--- src/hw/rtl/abpll_sqrt.sv ---
// Bit-serial integer square root, two radicand bits per cycle.
module abpll_sqrt (
    input  logic        aclk,
    input  logic        aresetn,
    input  logic        start,
    input  logic [63:0] radicand,
    output logic        busy,
    output logic [31:0] root
);

    logic        busy_reg;
    logic        busy_next;
    logic [63:0] rad_reg;
    logic [63:0] rad_next;
    logic [63:0] res_reg;
    logic [63:0] res_next;
    logic [63:0] bit_reg;
    logic [63:0] bit_next;
    logic [63:0] trial;

    always_comb begin
        trial     = res_reg + bit_reg;
        busy_next = busy_reg;
        rad_next  = rad_reg;
        res_next  = res_reg;
        bit_next  = bit_reg;
        if (start) begin
            busy_next = 1'b1;
            rad_next  = radicand;
            res_next  = 64'd0;
            bit_next  = 64'h4000_0000_0000_0000;
        end else if (busy_reg) begin
            if (rad_reg >= trial) begin
                rad_next = rad_reg - trial;
                res_next = (res_reg >> 1) + bit_reg;
            end else begin
                res_next = res_reg >> 1;
            end
            bit_next = bit_reg >> 2;
            if (bit_reg[0]) begin
                busy_next = 1'b0;
            end
        end
    end

    always_ff @(posedge aclk) begin
        if (!aresetn) begin
            busy_reg <= 1'b0;
        end else begin
            busy_reg <= busy_next;
        end
    end

    always_ff @(posedge aclk) begin
        rad_reg <= rad_next;
        res_reg <= res_next;
        bit_reg <= bit_next;
    end

    assign busy = busy_reg;
    assign root = res_reg[31:0];

endmodule

--- config.mk ---
export PLATFORM = sky130hd
export DESIGN_NAME = abpll_sqrt
export DESIGN_NICKNAME = d
export VERILOG_FILES = /design/src/hw/rtl/abpll_sqrt.sv
export SDC_FILE = /design/constraint.sdc
export NUM_CORES = 1
export LEC_CHECK = 0
export BUFFER_PORTS_ARGS = -buffer_cell sky130_fd_sc_hd__buf_2
export CAP_MARGIN = 20
export CORE_MARGIN = 3
export CORE_UTILIZATION = 58
export CTS_BUF_LIST = sky130_fd_sc_hd__clkbuf_4
export CTS_CLUSTER_SIZE = 40
export DETAILED_ROUTE_END_ITERATION = 10
export PLACE_DENSITY = 0.76
export SLEW_MARGIN = 40
export SYNTH_ARGS = -nofsm -noshare
export SYNTH_HDL_FRONTEND = slang
export SYNTH_SLANG_ARGS = --single-unit
--- constraint.sdc ---
create_clock -name aclk -period 13.15 [get_ports aclk]
set_input_delay 1.315 -clock aclk [delete_from_list [all_inputs] [get_ports aclk]]
set_output_delay 1.315 -clock aclk [all_outputs]
set_load 0.005 [all_outputs]
==> summary.md, run 1 <==
| Metric | Value |
|---|---|
| Average size of a mapped cell | 7.92 µm² |
| Fin nets | 2,081 |
| Setup CP Type | reg2reg |
| DRT Pass-1 Iters | 5 |
| Setup_tns | 0 ns |
| Power density cells | 176 nW/µm² |
| Share of layout cells above drive strength 1 | 10.3% |
| Final Setup Violations | 0 |
| Max Slew Vio Count | 0 |
| Hold Path Origin | res_reg[0] |
| Crit path max fanout | 93 |
| Max VDD drop | 0.0000973 V |
| First-pass GRT wire length | 66,800 µm |
| Synth Register Bits | 161 |
| Die height | 167 µm |
| Top FF cell, synth | dfxtp_1 |
| FMAX | 147 MHz |
| Root Driver | clkbuf_4 |
| Core ar. | 25,300 µm² |
| Hold depth | 2 |
| Clock H-tree levels | 4 |
| Total power | 2750 µW |
| CP required | 13.62 ns |
| Mapped cell area | 15,000 µm² |
| Clock insertion delay at the later pin of the skew report | 0.60 ns |
| Commonest non-fill, non-tap cell in the layout | nand2_1 |
| CTS tree | built |
| Via-per-instance ratio | 6.37 |
| End of the worst hold path | res_reg[0] |
| Max-cap violations | 0 |
| Die ar. | 27,800 µm² |
| Hold Buf Count CTS | 0 |
| Cells after Synth | 1,894 |
| Largest net degree at the start of global routing | 94 |
| Via count | 14,200 |
| Tcrit/Tclk final | 51.6% |
| Reg2reg start | res_reg[2] |
| GRT Total Usage | 28.5% |
| Fin cells | 2,227 |
| IO Port Bufs | 99 |
| Final min period | 6.79 ns |
| Final hold violations | 0 |
| Inst Count DP | 2,192 |
| Iter 0 DRT Violations | 1,485 |
| Least-Margin Pin Slew | 0.950 ns |
| # resized after CTS | 0 |
| Syn Nets | 2,092 |
| Clock buffer depth | 2 |
| Most frequent cells in the layout | nand2_1 (195), nor2_1 (189), o21ai_0 (160) |
| Initial core utilization | 59.3% |
| Final GP Congestion | 0.934 |
| Grt ovf | 0 |
| Min setup slack post-route | 6.36 ns |
| HPWL Detailed | 30,800 µm |
| FF-to-FF End | res_reg[26] |
| Postcts setup bufs | 0 |
| CTS sink cnt | 161 |
| Initial antenna violation count | 1 |
| Leakage power | 0.00614 µW |
| Vias in the first global route | 13,100 |
| Outcome | completed |
| Layout Skew | 0.0328 ns |
| Synth cell types | 84 |
| DP Worst Slack | 6.17 ns |
| Crit. End Element | flop |
| Slew HR | 36.1% |
| Ys async rst share | 0% |
| DIE WIDTH | 167 µm |
| Routed Antenna Nets | 0 |
| Yosys warns | 0 |
| Area Overhead vs Synth | 4.34% |
| Ports | 100 |
| DRC | 0 |
| Crit path DAT | 7.26 ns |
| Sequential share of the synthesized area | 25.7% |
| Worst reg2reg path depth | 22 |
| Worst R2R Setup Slack | 6.36 ns |
| Final wirelength | 41,000 µm |
| Post-synth EDFFs | 64 |
| Worst Hold Class | reg2reg |
| Row count | 58 |
| Worst-path clk slew | 0.16 ns |
| Startpoint Class | flop |
| Fill cell count | 2,262 |
| CTS Buf Count | 17 |
| Drt wl/cell | 18.4 µm |
| Post-Route Utilization | 61.8% |
| Unrepaired setup endpoints after global routing | no |
[cell usage after synthesis, drive strengths merged, types with 12 or more instances]
cell	instances	area, µm²
a211oi	41	313
a21o	43	323
a21oi	130	666
a31oi	62	388
buf	54	352
clkbuf	84	318
dfxtp	97	1940
edfxtp	64	1920
ha	130	1630
inv	40	150
mux2i	47	470
nand2	195	732
nand3	43	215
nand4	42	275
nor2	191	722
nor2b	19	119
nor3	27	146
o21ai	169	857
o21bai	32	248
o31ai	12	90.1
or3	17	106
xnor2	89	780
xor2	72	631
[worst max-delay path, cell delays in order (launching register included)]
cell	delay (ns)
dfxtp_1	0.46
ha_1	0.32
a311oi_1	0.33
o31ai_1	0.20
a31oi_1	0.44
nor4_1	0.08
or3_1	0.39
a31oi_1	0.37
o21bai_1	0.18
a31oi_1	0.25
xor2_1	0.20
ha_1	0.35
a21oi_1	0.43
o21ai_0	0.23
nor2_1	0.14
a21oi_1	0.09
a211oi_2	0.50
a21oi_4	0.28
nor2_4	0.20
buf_6	0.57
mux2_2	0.41
mux2i_1	0.15
nor2_1	0.05
[where the power goes]
group	internal [µW]	switching (µW)
registers	677	97.5
logic	651	1020
clock network	98.8	210
total	1430	1320
[logic make-up after synthesis]
logic type | Yosys count | share of synthesized area, %
mux | 55 | 3.73
compound gates | 604 | 26.1
flops | 161 | 25.7
simple gates | 603 | 18.6
fa+ha+maj | 131 | 11.0
buf+inv | 179 | 5.49
xor+xnor | 161 | 9.40
[worst max path at each step]
stage / startpoint / endpoint / slack (ns) / depth (start not counted)
floorplan: res_reg[4] / rad_reg[0] / 3.62 / 22
global placement: res_reg[4] / rad_reg[62] / 6.11 / 21
detailed placement: res_reg[4] / rad_reg[63] / 6.17 / 21
CTS: res_reg[4] / rad_reg[42] / 6.07 / 21
global route: res_reg[4] / rad_reg[63] / 5.90 / 21
finish: res_reg[2] / res_reg[26] / 6.36 / 22
[metrics by stage]
| stage | hold slack (ns) | cell area (µm²) |
|---|---|---|
| after floorplan | 0.479 | 15000 |
| after global placement | 0.490 | 15300 |
| after detailed placement | 0.513 | 15300 |
| after CTS | 0.533 | 15600 |
| after global routing | 0.557 | 15700 |
| final | 0.527 | 15700 |
[routing by layer]
layer	vias up	track usage, %	share of wire (%)
met1	6597	41.2	46
li1	6929	-	-
met4	0	8.61	2.6
met5	-	0	0
met3	74	3.56	7.3
met2	589	44.7	44
[area by class of cell]
cell class              count  area [µm²]  share of cell area, %
inverters                  41         154                  0.983
multi-input cells        1554       10300                   66.1
flip-flops and latches    161        3870                   24.7
repair buffers            108         606                   3.87
well taps                 330         413                   2.64
clock inverters            14         131                  0.839
diodes                      1        2.50                 0.0160
clock buffers              18         135                  0.863
Power figures use the tool's default switching activity.
==> inputs of run 2 (changes only) <==
--- a/config.mk
+++ b/config.mk
@@ -12,7 +12,7 @@
 export CTS_BUF_LIST = sky130_fd_sc_hd__clkbuf_4
 export CTS_CLUSTER_SIZE = 40
 export DETAILED_ROUTE_END_ITERATION = 10
-export PLACE_DENSITY = 0.76
+export PLACE_DENSITY = 0.79
 export SLEW_MARGIN = 40
 export SYNTH_ARGS = -nofsm -noshare
 export SYNTH_HDL_FRONTEND = slang
==> constraint.sdc (replaced) <==
create_clock -name aclk -period 5.5 [get_ports aclk]
set_input_delay 0.55 -clock aclk [delete_from_list [all_inputs] [get_ports aclk]]
set_output_delay 0.55 -clock aclk [all_outputs]
set_load 0.005 [all_outputs]
==> run 2 against run 1 <==
- clock power increased to 2.6 times the previous value
- hold slack worse by 0.40 ns
- via count is 4.1% higher
- sequential share of layout area shrank 1.9 points
- critical endpoint is now res_reg[2]
- clock skew down 0.0016 ns
- largest cell class unchanged
- worst setup slack worse by 6.3 ns
==> summary.md, run 2 (synthesis gave the netlist of run 1 again) <==
| Metric | Value |
|---|---|
| Commonest non-fill, non-tap cell in the layout | nand2_1 |
| Root Driver | clkbuf_4 |
| Top cell by count, worst path | a21o_1 |
| Share of layout cells above drive strength 1 | 19.0% |
| NetSw | 3370 µW |
| Outcome | completed |
| CTS tree | built |
| Final GP Congestion | 0.984 |
| IO Port Bufs | 99 |
| Die height | 167 µm |
| Worst Hold Class | in2reg |
| Least-Margin Pin Slew | 0.792 ns |
| Max-cap violations | 0 |
| Vias in the first global route | 14,000 |
| Startpoint Class | flop |
| CTS Buf Count | 17 |
| DIE WIDTH | 167 µm |
| GRT Total Usage | 29.9% |
| Most frequent cells in the layout | nand2_1 (194), nor2_1 (187), o21ai_0 (154) |
| Crit. End Element | flop |
| Fill cell count | 2,127 |
| FMAX | 185 MHz |
| Final Setup Violations | 0 |
| DP Worst Slack | -0.0266 ns |
| HPWL Detailed | 33,100 µm |
| Hold Buf Count CTS | 0 |
| Final wirelength | 43,600 µm |
| Leakage power | 0.00676 µW |
| Crit path cell chain | ha_4 -> a311oi_4 -> o31ai_4 -> a21oi_4 -> o311a_4 -> o21ai_4 -> buf_4 -> a31oi_1 -> o21ai_1 -> xnor2_1 -> ha_2 -> a21o_1 -> o21bai_1 -> a21o_1 -> a21o_1 -> a21oi_4 -> o21ai_4 -> nor2_4 -> buf_12 -> buf_4 -> mux2_2 -> mux2i_1 -> nor2_1 |
| Total area of multi-input combinational cells | 10,800 µm² |
| Final hold violations | 0 |
| Initial core utilization | 59.3% |
| Min setup slack post-route | 0.107 ns |
| Max VDD drop | 0.000276 V |
| Largest net degree at the start of global routing | 88 |
| Initial antenna violation count | 1 |
| CP required | 5.99 ns |
| CTS sink cnt | 161 |
| Core ar. | 25,300 µm² |
| Row count | 58 |
| Slew HR | 47.2% |
| Via count | 14,800 |
| Die ar. | 27,800 µm² |
| Setup_tns | 0 ns |
| Layout Skew | 0.0312 ns |
| Slowest CP cell | o311a_4 |
| Via-per-instance ratio | 6.31 |
| Inst Count DP | 2,288 |
| Fin nets | 2,193 |
| Drt wl/cell | 18.6 µm |
| DRT Pass-1 Iters | 6 |
| Power density cells | 424 nW/µm² |
| Setup CP Type | reg2reg |
| Critical Path Max Stage Delay | 0.42 ns |
| Grt ovf | 0 |
| First-pass GRT wire length | 69,700 µm |
| DRC | 0 |
| Final min period | 5.39 ns |
| Worst-path clk slew | 0.16 ns |
| Clock network power share | 11.1% |
| Crit path buf inv count | 3 |
| Iter 0 DRT Violations | 1,484 |
| Crit path DAT | 5.89 ns |
| Clock H-tree levels | 4 |
| Routed Antenna Nets | 0 |
| Flop pwr share | 25.1% |
| Power Internal | 3850 µW |
| Clock buffer depth | 2 |
| Sequential cell area | 3890 µm² |
| Area Overhead vs Synth | 13.4% |
| Net Sw Frac | 46.7% |
| Tcrit/Tclk final | 98.0% |
| Total power | 7210 µW |
| Fin cells | 2,339 |
| Clock insertion delay at the later pin of the skew report | 0.60 ns |
| Max Slew Vio Count | 0 |
| Crit path max-delay family | compound AO/OA/AOI/OAI gates |
| Comb pwr share | 63.8% |
| Ports | 100 |
| Crit path max fanout | 10 |
run 2: stage by stage:
stage	area, µm²	hold WS (ns)	utilization [%]
final	17000	0.129	67.2
after floorplan	15200	0.479	-
after global placement	16300	0.486	64.3
after CTS	16600	0.0931	65.5
after detailed placement	16300	0.512	64.3
after global routing	17000	0.106	67.2
run 2: worst register-to-register path: stages, from the launching register on:
cell	delay (ns)
dfxtp_4	0.40
ha_4	0.31
a311oi_4	0.12
o31ai_4	0.41
a21oi_4	0.16
o311a_4	0.42
o21ai_4	0.24
buf_4	0.16
a31oi_1	0.11
o21ai_1	0.20
xnor2_1	0.19
ha_2	0.38
a21o_1	0.19
o21bai_1	0.17
a21o_1	0.19
a21o_1	0.22
a21oi_4	0.20
o21ai_4	0.11
nor2_4	0.26
buf_12	0.16
buf_4	0.15
mux2_2	0.34
mux2i_1	0.14
nor2_1	0.05
run 2: repair_timing:
item | CTS | global route
gates cloned | 0 | 1
gates resized for setup | 3 | 69
pin swaps | 0 | 30
endpoints found under the setup margin | 65 | 144
hold endpoints to repair | 0 | 0
buffers inserted | 0 | 17
run 2: layout make-up:
| cell class | count | area share, % |
|---|---|---|
| Multi-Input combinational cell | 1555 | 63.5 |
| Sequential cell | 161 | 22.8 |
| Timing Repair Buffer | 219 | 8.62 |
| Tap cell | 330 | 2.43 |
| Clock inverter | 15 | 0.992 |
| Inverter | 41 | 0.904 |
| Clock buffer | 17 | 0.750 |
| Antenna cell | 1 | 0.0147 |
run 2: metal layers:
layer	global-route usage, %	vias up	wire [µm]
li1	-	7156	-
met1	41.0	6916	19500
met2	48.2	604	19800
met3	4.87	91	3100
met4	10.2	0	1140
met5	0	-	0
run 2: path summary, 6_finish.rpt:
path / startpoint / end / slack (ns) / cells after the start
worst max-delay path: res_reg[2] / res_reg[2] / 0.11 / 23
worst min-delay path: aresetn / busy / 0.13 / 2
worst max register to register: res_reg[2] / res_reg[2] / 0.11 / 23
worst min register to register: bit_reg[16] / bit_reg[16] / 0.54 / 2
run 2: power by group through the flow:
stage	combinational, µW	clock [µW]	sequential, µW
6_report	4600	802	1810
5_1_grt	5050	859	1840
4_1_cts	4390	808	1810
3_5_place_dp	4360	0	1830
3_3_place_gp	4300	0	1830
2_1_floorplan	3160	0	1770
