[config.mk]
export PLATFORM = sky130hd
export DESIGN_NAME = abpll_ctrl
export DESIGN_NICKNAME = d
export VERILOG_FILES = /design/src/hw/rtl/abpll_pkg.sv /design/src/hw/rtl/abpll_ctrl.sv
export SDC_FILE = /design/constraint.sdc
export NUM_CORES = 1
export LEC_CHECK = 0
export BUFFER_PORTS_ARGS = -buffer_cell sky130_fd_sc_hd__buf_2
export CAP_MARGIN = 5
export CORE_ASPECT_RATIO = 0.6
export CORE_MARGIN = 10
export CORE_UTILIZATION = 50
export DETAILED_ROUTE_END_ITERATION = 10
export GPL_TIMING_DRIVEN = 0
export PLACE_DENSITY = 0.78
export REMOVE_ABC_BUFFERS = 1
export SYNTH_ARGS = -nofsm -noshare
export SYNTH_HDL_FRONTEND = slang
export SYNTH_SLANG_ARGS = --single-unit
[constraint.sdc]
create_clock -name aclk -period 4.3 [get_ports aclk]
set_input_delay 0 -clock aclk [delete_from_list [all_inputs] [get_ports aclk]]
set_output_delay 0 -clock aclk [all_outputs]
set_load 0.05 [all_outputs]
[src/hw/rtl/abpll_pkg.sv]
// Shared types, constants and series tables for the alpha/beta PLL.
package abpll_pkg;

    localparam logic [26:0] TWO_PI_Q24     = 27'd105414357;
    localparam logic [34:0] TWO_PI_Q24_X32 = 35'd3373259424;
    localparam logic [32:0] PI_Q30         = 33'd3373259426;
    localparam logic [31:0] HALF_PI_Q30    = 32'd1686629713;
    localparam logic [30:0] ONE_Q30        = 31'd1073741824;

    localparam logic [3:0] RED_FIRST_IDX = 4'd4;
    localparam logic [3:0] SIN_LAST_IDX  = 4'd5;
    localparam logic [3:0] COS_FIRST_IDX = 4'd6;
    localparam logic [3:0] COS_LAST_IDX  = 4'd12;

    typedef enum logic [2:0] {
        CFG_NOMINAL_FREQ  = 3'd0,
        CFG_SAMPLE_PERIOD = 3'd1,
        CFG_PROP_GAIN     = 3'd2,
        CFG_INT_GAIN      = 3'd3,
        CFG_CORR_LIMIT    = 3'd4
    } cfg_idx_t;

    typedef enum logic [3:0] {
        MUL_NONE,
        MUL_AA,
        MUL_BB,
        MUL_FT,
        MUL_RR,
        MUL_XT,
        MUL_NR,
        MUL_QK,
        MUL_RT,
        MUL_CB,
        MUL_SA,
        MUL_EK,
        MUL_UK
    } mul_sel_t;

    typedef enum logic [4:0] {
        OP_NONE,
        OP_LOAD,
        OP_FREQ,
        OP_SQ1,
        OP_SQ2,
        OP_ANG_SUM,
        OP_ANG_RED,
        OP_QUAD_HI,
        OP_QUAD_LO,
        OP_X2,
        OP_N,
        OP_Q,
        OP_T,
        OP_SIN,
        OP_COS,
        OP_E1,
        OP_E2,
        OP_UP,
        OP_IA,
        OP_PC,
        OP_OUT
    } dp_op_t;

    typedef enum logic [4:0] {
        S_IDLE,
        S_SQA,
        S_SQB,
        S_FT,
        S_ANG,
        S_RED,
        S_QH,
        S_QL,
        S_RR,
        S_X2,
        S_H1,
        S_H2,
        S_H3,
        S_H4,
        S_SRT,
        S_SIN,
        S_SC,
        S_E1,
        S_E2,
        S_E3,
        S_UP1,
        S_UP2,
        S_IA1,
        S_IA2,
        S_PC,
        S_DONE
    } ctrl_state_t;

    typedef struct packed {
        mul_sel_t   mul_sel;
        dp_op_t     op;
        logic [3:0] idx;
        logic       sqrt_start;
    } ctrl_cmd_t;

    function automatic logic [7:0] series_div(input logic [3:0] idx);
        logic [7:0] k;
        case (idx)
            4'd0:    k = 8'd156;
            4'd1:    k = 8'd110;
            4'd2:    k = 8'd72;
            4'd3:    k = 8'd42;
            4'd4:    k = 8'd20;
            4'd5:    k = 8'd6;
            4'd6:    k = 8'd182;
            4'd7:    k = 8'd132;
            4'd8:    k = 8'd90;
            4'd9:    k = 8'd56;
            4'd10:   k = 8'd30;
            4'd11:   k = 8'd12;
            4'd12:   k = 8'd2;
            default: k = 8'd1;
        endcase
        return k;
    endfunction

    // floor(2^32 / k)
    function automatic logic [31:0] series_recip(input logic [3:0] idx);
        logic [31:0] r;
        case (idx)
            4'd0:    r = 32'd27531841;
            4'd1:    r = 32'd39045157;
            4'd2:    r = 32'd59652323;
            4'd3:    r = 32'd102261126;
            4'd4:    r = 32'd214748364;
            4'd5:    r = 32'd715827882;
            4'd6:    r = 32'd23598721;
            4'd7:    r = 32'd32537631;
            4'd8:    r = 32'd47721858;
            4'd9:    r = 32'd76695844;
            4'd10:   r = 32'd143165576;
            4'd11:   r = 32'd357913941;
            4'd12:   r = 32'd2147483648;
            default: r = 32'hFFFF_FFFF;
        endcase
        return r;
    endfunction

endpackage

[src/hw/rtl/abpll_ctrl.sv]
// Sequencer for the PLL step: handshakes and datapath commands.
module abpll_ctrl import abpll_pkg::*; (
    input  logic      aclk,
    input  logic      aresetn,
    input  logic      s_valid,
    output logic      s_ready,
    output logic      m_valid,
    input  logic      m_ready,
    input  logic      sqrt_busy,
    output ctrl_cmd_t cmd
);

    ctrl_state_t state_reg;
    ctrl_state_t state_next;
    logic [3:0]  cnt_reg;
    logic [3:0]  cnt_next;
    logic        m_valid_reg;
    logic        m_valid_next;
    logic        out_free;

    always_comb begin
        state_next     = state_reg;
        cnt_next       = cnt_reg;
        out_free       = !m_valid_reg || m_ready;
        m_valid_next   = m_valid_reg && !m_ready;
        cmd.mul_sel    = MUL_NONE;
        cmd.op         = OP_NONE;
        cmd.idx        = cnt_reg;
        cmd.sqrt_start = 1'b0;
        case (state_reg)
            S_IDLE: begin
                if (s_valid) begin
                    cmd.op     = OP_LOAD;
                    state_next = S_SQA;
                end
            end
            S_SQA: begin
                cmd.mul_sel = MUL_AA;
                cmd.op      = OP_FREQ;
                state_next  = S_SQB;
            end
            S_SQB: begin
                cmd.mul_sel = MUL_BB;
                cmd.op      = OP_SQ1;
                state_next  = S_FT;
            end
            S_FT: begin
                cmd.mul_sel = MUL_FT;
                cmd.op      = OP_SQ2;
                state_next  = S_ANG;
            end
            S_ANG: begin
                cmd.op         = OP_ANG_SUM;
                cmd.sqrt_start = 1'b1;
                cnt_next       = RED_FIRST_IDX;
                state_next     = S_RED;
            end
            S_RED: begin
                cmd.op = OP_ANG_RED;
                if (cnt_reg == 4'd0) begin
                    state_next = S_QH;
                end else begin
                    cnt_next = cnt_reg - 4'd1;
                end
            end
            S_QH: begin
                cmd.op     = OP_QUAD_HI;
                state_next = S_QL;
            end
            S_QL: begin
                cmd.op     = OP_QUAD_LO;
                state_next = S_RR;
            end
            S_RR: begin
                cmd.mul_sel = MUL_RR;
                state_next  = S_X2;
            end
            S_X2: begin
                cmd.op     = OP_X2;
                cnt_next   = 4'd0;
                state_next = S_H1;
            end
            S_H1: begin
                cmd.mul_sel = MUL_XT;
                state_next  = S_H2;
            end
            S_H2: begin
                cmd.mul_sel = MUL_NR;
                cmd.op      = OP_N;
                state_next  = S_H3;
            end
            S_H3: begin
                cmd.mul_sel = MUL_QK;
                cmd.op      = OP_Q;
                state_next  = S_H4;
            end
            S_H4: begin
                cmd.op = OP_T;
                if (cnt_reg == SIN_LAST_IDX) begin
                    state_next = S_SRT;
                end else if (cnt_reg == COS_LAST_IDX) begin
                    state_next = S_SC;
                end else begin
                    cnt_next   = cnt_reg + 4'd1;
                    state_next = S_H1;
                end
            end
            S_SRT: begin
                cmd.mul_sel = MUL_RT;
                state_next  = S_SIN;
            end
            S_SIN: begin
                cmd.op     = OP_SIN;
                cnt_next   = COS_FIRST_IDX;
                state_next = S_H1;
            end
            S_SC: begin
                cmd.op     = OP_COS;
                state_next = S_E1;
            end
            S_E1: begin
                cmd.mul_sel = MUL_CB;
                state_next  = S_E2;
            end
            S_E2: begin
                cmd.mul_sel = MUL_SA;
                cmd.op      = OP_E1;
                state_next  = S_E3;
            end
            S_E3: begin
                cmd.op     = OP_E2;
                state_next = S_UP1;
            end
            S_UP1: begin
                cmd.mul_sel = MUL_EK;
                state_next  = S_UP2;
            end
            S_UP2: begin
                cmd.op     = OP_UP;
                state_next = S_IA1;
            end
            S_IA1: begin
                cmd.mul_sel = MUL_UK;
                state_next  = S_IA2;
            end
            S_IA2: begin
                cmd.op     = OP_IA;
                state_next = S_PC;
            end
            S_PC: begin
                cmd.op     = OP_PC;
                state_next = S_DONE;
            end
            S_DONE: begin
                if (out_free && !sqrt_busy) begin
                    cmd.op       = OP_OUT;
                    m_valid_next = 1'b1;
                    state_next   = S_IDLE;
                end
            end
            default: begin
                state_next = S_IDLE;
            end
        endcase
    end

    always_ff @(posedge aclk) begin
        if (!aresetn) begin
            state_reg   <= S_IDLE;
            cnt_reg     <= 4'd0;
            m_valid_reg <= 1'b0;
        end else begin
            state_reg   <= state_next;
            cnt_reg     <= cnt_next;
            m_valid_reg <= m_valid_next;
        end
    end

    assign s_ready = (state_reg == S_IDLE);
    assign m_valid = m_valid_reg;

endmodule

==> results_tabular.tex <==
\begin{tabular}{lr}
\hline
Metric & Value \\
\hline
\multicolumn{2}{l}{\textbf{Floorplanning}} \\
I/O Pins & 21 \\
Initial core utilization & 0.530 \\
Die footprint & 4700 sq um \\
Die width & 82.0 um \\
Area of the placeable core & 2180 sq um \\
FP Rows & 13 \\
Die Span Y & 57.2 um \\
\multicolumn{2}{l}{\textbf{Critical path}} \\
CP Capture Type & flip-flop \\
Kind of start point of the critical path & flip-flop \\
Arrival @ worst endpoint & 3.23 ns \\
Maximum fanout along the worst path & 33 \\
Required arrival time at the worst endpoint & 4.42 ns \\
WS Path Type & reg -> reg \\
\multicolumn{2}{l}{\textbf{Route}} \\
Via/cell ratio & 6.32 \\
Total detailed-routing wirelength & 3420 um \\
Starting DRC count in detailed routing & 231 \\
Vias after detailed routing & 1334 \\
Residual DRC & 0 \\
Post-detailed-route wirelength per cell & 16.2 um \\
Pre-Repair DR Iteration Count & 6 \\
Remaining antenna violation count & 0 \\
\multicolumn{2}{l}{\textbf{Clocking}} \\
Number of sinks driven by the clock tree & 10 \\
Hold-fix buffers at CTS & 0 \\
Post\_cts resized & 0 \\
Number of buffers created by CTS & 3 \\
Root Buffer & sky130\_fd\_sc\_hd\_\_clkbuf\_8 \\
Clock transition time at the flip-flop clock pins of the worst setup and hold paths & 0.05 ns \\
CTS tree & built \\
Clk\_lat worst skew & 0.24 ns \\
Post-CTS setup repair buffer count & 0 \\
CTS H-tree depth & 1 \\
Maximum clock insertion buffer count & 2 \\
\multicolumn{2}{l}{\textbf{Global routing}} \\
Gr usage total & 0.145 \\
Antenna violations before repair & 0 \\
Maximum number of pins on one net before global-route repair & 34 \\
Via count of the first global-routing pass & 1181 \\
Total congestion overflow after global routing & 0 \\
First-pass GRT wire length & 5620 um \\
\multicolumn{2}{l}{\textbf{Placed design}} \\
Weighted congestion at the end of routability-driven global placement & 0.947 \\
Detail Placement HPWL & 2370 um \\
Standard cell area after detailed placement & 1240 sq um \\
Number of port buffers & 20 \\
\multicolumn{2}{l}{\textbf{Final layout}} \\
Number of flip-flops under the largest register name & 5 \\
Share of cells above drive strength 1 & 0.177 \\
Post-route design area & 1290 sq um \\
Final cell utilization of the core & 0.592 \\
Area added between synthesis and finish & 11.8\% \\
NumNets Final & 190 \\
N\_diodes & 0 \\
\multicolumn{2}{l}{\textbf{Run status}} \\
Status & finished, final reports clean \\
\multicolumn{2}{l}{\textbf{Timing}} \\
Total Negative Setup Slacks & 0 ns \\
Tcrit/Tclk final & 0.723 \\
Clock Skews & 0.00254 ns \\
Worst relative slew slack & 0.298 \\
Setup repair after global routing missed its margin & false \\
Max Clk Rate & 321 MHz \\
Minimum period implied by the final worst setup slack & 3.11 ns \\
Number of setup violations in the final report & 0 \\
Hold Slack & 0.0698 ns \\
Final-report max-slew violation count & 0 \\
Final number of hold-violating endpoints & 0 \\
Slew of the pin with the lowest slew margin & 1.05 ns \\
\multicolumn{2}{l}{\textbf{Power and ir drop}} \\
Max VDD drop & 206 uV \\
Power per unit of standard cell area & 254 nW/um\^{}2 \\
Static leakage & 0.523 nW \\
Total power draw & 0.000327 W \\
\multicolumn{2}{l}{\textbf{Synth}} \\
Number of synthesized flops with an enable pin & 0 \\
Dominant register cell in the synthesized netlist & sky130\_fd\_sc\_hd\_\_dfxtp\_1 \\
Cell Area, Synth & 1150 sq um \\
Total number of yosys warnings & 0 \\
Syn Area/Cell & 6.71 sq um \\
Number of instances in the synthesized netlist & 172 \\
Sequential-to-total area share from yosys stat & 0.173 \\
Post-synthesis cell type count & 44 \\
Number of register bits inferred by synthesis & 10 \\
Fraction of registers with async set/reset & 0 \\
\multicolumn{2}{l}{\textbf{Job}} \\
\# Max-Cap Violations & 0 \\
\multicolumn{2}{l}{\textbf{Min path}} \\
Min-delay worst type & in -> reg \\
\hline
\end{tabular}
-- synthesized netlist by cell type (all sizes together), types with 3 or more instances --
cell type	number	area (sq um)
xor2	3	26.3
o22ai	5	45.0
nand2	16	60.1
or2	3	18.8
nor4	5	31.3
or4	3	30.0
nand2b	7	43.8
nor3	3	15.0
inv	6	22.5
nor2b	6	37.5
nand3	4	20.0
dfxtp	10	200
clkbuf	11	41.3
nor2	20	75.1
buf	4	15.0
a21oi	19	98.9
o21ai	14	70.1
o21a	3	22.5
-- placed cells by master (no fill, tap or decap), types with 2 or more instances in the layout --
cell / count
sky130_fd_sc_hd__nor2_1: 20
sky130_fd_sc_hd__buf_2: 20
sky130_fd_sc_hd__a21oi_1: 18
sky130_fd_sc_hd__nand2_1: 16
sky130_fd_sc_hd__o21ai_0: 14
sky130_fd_sc_hd__dfxtp_1: 10
sky130_fd_sc_hd__nand2b_1: 7
sky130_fd_sc_hd__inv_1: 6
sky130_fd_sc_hd__nor2b_1: 6
sky130_fd_sc_hd__nor4_1: 5
sky130_fd_sc_hd__o22ai_1: 4
sky130_fd_sc_hd__nand3_1: 4
sky130_fd_sc_hd__clkbuf_8: 4
sky130_fd_sc_hd__o21a_1: 3
sky130_fd_sc_hd__xor2_1: 3
sky130_fd_sc_hd__nor3_1: 3
sky130_fd_sc_hd__or2_2: 2
sky130_fd_sc_hd__a211o_1: 2
sky130_fd_sc_hd__o31ai_1: 2
sky130_fd_sc_hd__a22oi_1: 2
sky130_fd_sc_hd__a21o_1: 2
sky130_fd_sc_hd__a311oi_1: 2
sky130_fd_sc_hd__or4_4: 2
sky130_fd_sc_hd__xnor2_1: 2
sky130_fd_sc_hd__mux2i_1: 2
sky130_fd_sc_hd__ha_1: 2
-- path summary, 6_finish.rpt --
path / to / startpoint / slack [ns] / depth (start not counted)
setup reg to reg: cnt_reg[3] / state_reg[3] / 1.19 / 9
hold reg to reg: cnt_reg[1] / cnt_reg[1] / 0.57 / 2
setup / recovery: cnt_reg[3] / state_reg[3] / 1.19 / 9
hold / removal: state_reg[0] / aresetn / 0.07 / 2
-- kinds of logic after synthesis --
group / count (synthesis) / share of synthesized area
buffers and inverters: 21 / 0.0683
adders and majority gates: 3 / 0.0390
DFF: 10 / 0.173
xor gates and xnor gates: 5 / 0.0379
AOI/OAI and AO/OA: 58 / 0.340
and+or+nand+nor: 73 / 0.324
muxes: 2 / 0.0173
-- power by group --
group / switching, W / internal [W]
sequential: 0.0000152 / 0.0000955
combinational: 0.0000668 / 0.0000287
clock: 0.0000404 / 0.0000808
total: 0.000122 / 0.000205
-- area by class of cell --
class	instances	area, sq um
multi-input cells	141	876
clock buffers	4	55.1
fillers	214	888
flip-flops and latches	10	200
well taps	30	37.5
inverters	6	22.5
repair buffers	20	100
-- critical path, stage by stage, from the launching register on --
cell and delay, ns:
sky130_fd_sc_hd__dfxtp_1 1.01, sky130_fd_sc_hd__or2b_1 0.33, sky130_fd_sc_hd__nor2_1 0.20, sky130_fd_sc_hd__nand2_1 0.13, sky130_fd_sc_hd__ha_1 0.34, sky130_fd_sc_hd__a21o_1 0.17
sky130_fd_sc_hd__a21oi_1 0.21, sky130_fd_sc_hd__xor2_1 0.24, sky130_fd_sc_hd__mux2i_1 0.26, sky130_fd_sc_hd__a221oi_2 0.08
-- through the flow --
stage                     worst slack (ns)  instances
after floorplan                       1.22        157
after global placement                1.32        207
after detailed placement              1.28        207
after CTS                             1.27        211
after global routing                  1.01        211
final                                 1.19        211
-- routing by layer --
| metal | part of all wire | routed length [um] | track usage |
|---|---|---|---|
| met1 | 0.46 | 1560 | 0.202 |
| met2 | 0.42 | 1440 | 0.200 |
| met3 | 0.099 | 339 | 0.0594 |
| met4 | 0.020 | 70 | 0.0314 |
| met5 | 0 | 0 | 0 |
Power figures use the tool's default switching activity.
